[src/hw/rtl/gbn_ram.sv]
module gbn_ram #(
  parameter int WIDTH = 32,
  parameter int DEPTH = 64
) (
  input  logic                     clk,
  input  logic                     we,
  input  logic [$clog2(DEPTH)-1:0] waddr,
  input  logic [WIDTH-1:0]         wdata,
  input  logic                     re,
  input  logic [$clog2(DEPTH)-1:0] raddr,
  output logic [WIDTH-1:0]         rdata
);

  logic [WIDTH-1:0] mem [DEPTH];

  always_ff @(posedge clk) begin
    if (we) begin
      mem[waddr] <= wdata;
    end
    if (re) begin
      rdata <= mem[raddr];
    end
  end

endmodule

[config.mk]
export PLATFORM = sky130hd
export DESIGN_NAME = gbn_ram
export DESIGN_NICKNAME = d
export VERILOG_FILES = /design/src/hw/rtl/gbn_ram.sv
export SDC_FILE = /design/constraint.sdc
export NUM_CORES = 2
export LEC_CHECK = 0
export BUFFER_PORTS_ARGS = -buffer_cell sky130_fd_sc_hd__buf_2
export CAP_MARGIN = 20
export CORE_ASPECT_RATIO = 1.2
export CORE_MARGIN = 10
export CORE_UTILIZATION = 60
export CTS_CLUSTER_DIAMETER = 60
export DETAILED_ROUTE_END_ITERATION = 6
export PLACE_DENSITY_LB_ADDON = 0.3
export SYNTH_ARGS = -nofsm -noshare
export SYNTH_HDL_FRONTEND = slang
export SYNTH_SLANG_ARGS = --single-unit
[constraint.sdc]
create_clock -name clk -period 10.8 [get_ports clk]
set_clock_uncertainty 0.15 [all_clocks]
set_input_delay 1.62 -clock clk [delete_from_list [all_inputs] [get_ports clk]]
set_output_delay 1.62 -clock clk [all_outputs]
set_load 0.05 [all_outputs]
; Word level (Yosys, flattened, before mapping)
; Memory sizes are Yosys's and may differ from the RTL's. A register that Yosys moved wholly into a read port is not among the register bits.
; Cells that the tools add are included.
; W data, S select, Z words.
[op_classes]
muxes = 2
[op_table]
columns = operator, n
row1 = $mux W1, 2
[totals]
in_bits = 47
register_bits = 0
mem_bits_rw = 2048
memories = 1
word_cells = 3
[memory_table]
columns = name, words, width, read_ports, rd_clocked_by_memory_dff, write_ports, line
row1 = mem, 64, 32, 1, 1, 1, 14  ; logic [WIDTH-1:0] mem [DEPTH];

; Logic depth before layout (Yosys ltp)
[depth]
ltp_word = 2
mapped_depth = 10
ltp_nobuf = 5

; Worst setup path before layout
; Ideal clock, no wire load.
[synth_timing]
path_type = input to register
start = input waddr[3]
end = memory mem[48][0], enable pin
path_slack_ns = 5.870
required_time_ns = 10.189
stages = 4
arrival_time_ns = 4.319
path_buffers = 1
setup_ns = 0.461
cell_sequence = clkbuf_1 -> nor2b_1 -> nand4b_1 -> nor3_1
[synth_lines]
columns = element, line
row1 = "start, declared", 7  ; input logic [$clog2(DEPTH)-1:0] waddr,
row2 = "end, declared", 14
; Straight into the memory's write port.

==> impl_metrics.ini <==
[run_status]
status = finished, final reports clean

[logic_synthesis]
avgSynthCellArea_um2 = 23.7
yosys-top-cells-area = edfxtp_1 (79%), mux4_2 (16%), mux2i_1 (1.2%)
yosysMostFrequentCell = edfxtp_1
synth_top_area_share_pct = 79.2
ys.flop_type = edfxtp_1
yosysWarningCount = 0
synth_nets = 3371
syn_inst = 3324
synth-seq-cells = 2080
ys_types = 33
netlist_area_mm2 = 0.0788
ys_seq_area_share_pct = 79.2
synthArstFlopShare_pct = 0
synth_commonest_cells = edfxtp_1 (2080), mux4_2 (544), nor2_1 (137), mux2i_1 (93), o22ai_1 (84)
synth_top_cell_by_area = edfxtp_1
synth_edf_count = 2080

[floorplanning]
coreArea_mm2 = 0.130
die_x_um = 351
rows = 145
design.die.area_mm2 = 0.146
ioPinCount = 79
start_util_pct = 60.4
die_y_um = 417

[place]
place_hpwl_mm = 104
port_buffers = 78
gp_congestion = 0.836
pre_cts_slack_ns = 4.83

[drt]
antenna_left = 0
vias = 37800
drtPass1Iterations = 6
drcViolationCount = 0
wirelength_mm = 204
via_per_inst = 7.02
drt_iter0_drc = 5470
wl_per_cell_um = 37.8

[cts]
postCtsHoldBufs = 0
cts_tree = built
cts-buffers-inserted = 187
cts-resized-gates = 0
post_cts_buffers = 0
clock-sinks = 2080
clockRootBuffer = clkbuf_16
clkLatencyLatePin_ns = 0.83
clk_pin_slew_ns = 0.07
clockBufferDepth = 3
h-tree-depth = 4

[sta]
rsz0062_at_grt = false
tightest_slew_ns = 1.14
fin_crit_sh_pct = 48.5
slew_violations = 0
hold-worst-slack_ns = 0.727
setup_slack_ns = 5.56
hold_viol = 0
layout_min_cycle_time_ns = 5.24
setup_viol = 0
fin_setup_tns_ns = 0
max_slew_margin_pct = 24.1
fmax_mhz = 191

[grt]
antenna_found_initial = 23
grt_max_degree = 129
grt_pass1_wl_mm = 288
gr-total-overflow = 0
track_usage_pct = 28.2
grt_pass1_vias = 38900

[min_path]
hold_path_class = reg -> reg

[setup_path]
startpoint_type = input port
required_ns = 11.17
crit_fanout = 65
end_kind = flop
worstSetupPathType = in -> reg
worstPathArrival_ns = 5.61

[power]
leakagePower_nw = 27.4
ir_worst_vdd_uv = 163
power.density_mw_per_mm2 = 186

[cells_and_area]
drive_gt1_share_pct = 29.1
nets = 3585
area_growth_syn_to_layout_pct = 11.8

[flow_run]
drv_cap = 0
-- cell type report --
type                       count  area (um2)
clock inverter               105         883
tap                         1690        2110
sequential                  2080       62500
timing repair buffer         207        1630
fill                        7615       42300
antenna                       11        27.5
multi-input combinational   1062       16000
clock buffer                 237        5080
-- state kept, by name (all words and copies together), names as in the netlist --
| register | count |
|---|---|
| mem | 2048 |
| rdata | 32 |
-- layout by cell type (no fill, tap or decap), types with 47 or more instances in the layout --
cell type,n
a21oi_1,62
buf_2,74
buf_4,112
clkbuf_16,197
clkinv_1,47
edfxtp_1,2080
mux2i_1,93
mux4_2,544
nor2_1,75
nor2_4,62
o22ai_1,84
-- worst paths after layout --
path | startpoint | to | slack [ns] | cells past startpoint
worst max-delay path | raddr[1] | rdata[18]$_DFFE_PP_ | 5.56 | 8
worst min-delay path | mem[13][4]$_DFFE_PP_ | rdata[4]$_DFFE_PP_ | 0.73 | 4
worst max register to register | mem[51][5]$_DFFE_PP_ | rdata[5]$_DFFE_PP_ | 8.02 | 4
worst min register to register | mem[13][4]$_DFFE_PP_ | rdata[4]$_DFFE_PP_ | 0.73 | 4
-- per-stage QoR --
step,cell area (um2),power [mW],util (%),instances
after floorplan,78800,9.62,-,3324
after global placement,81900,9.99,62.8,5026
after detailed placement,81900,10.0,62.8,5028
after CTS,87900,16.4,67.4,5370
after global routing,88100,16.8,67.6,5381
final,88200,16.4,67.6,5392
-- where the power goes --
| group | switching, mW | internal, mW | total (mW) |
|---|---|---|---|
| Clock | 2.84 | 3.65 | 6.49 |
| Sequential | 0.0350 | 8.95 | 8.99 |
| Combinational | 0.582 | 0.298 | 0.879 |
| Total | 3.46 | 12.9 | 16.4 |
-- critical path, stage by stage --
cell and delay (ns):
buf_8 0.44, buf_4 0.83, buf_4 0.69, mux4_2 0.59
mux2i_1 0.18, nand2_1 0.08, a31oi_1 0.86, nor2_1 0.13
-- layer usage --
layer / up-vias / global-route usage [%] / part of all wire [%]
li1: 14700 / - / -
met1: 19900 / 36.2 / 33
met2: 2652 / 44.9 / 49
met3: 501 / 6.93 / 12
met4: 22 / 14.8 / 5.9
met5: - / 0 / 0.069
-- cells by family after synthesis --
logic type | count (synthesis) | synth area share (%)
AO/OA/AOI/OAI | 202 | 1.67
buffers and inverters | 182 | 1.12
flip-flops | 2080 | 79.2
multiplexers | 637 | 16.7
AND/OR/NAND/NOR | 223 | 1.26
No activity file was read; power rests on OpenSTA's default activity.
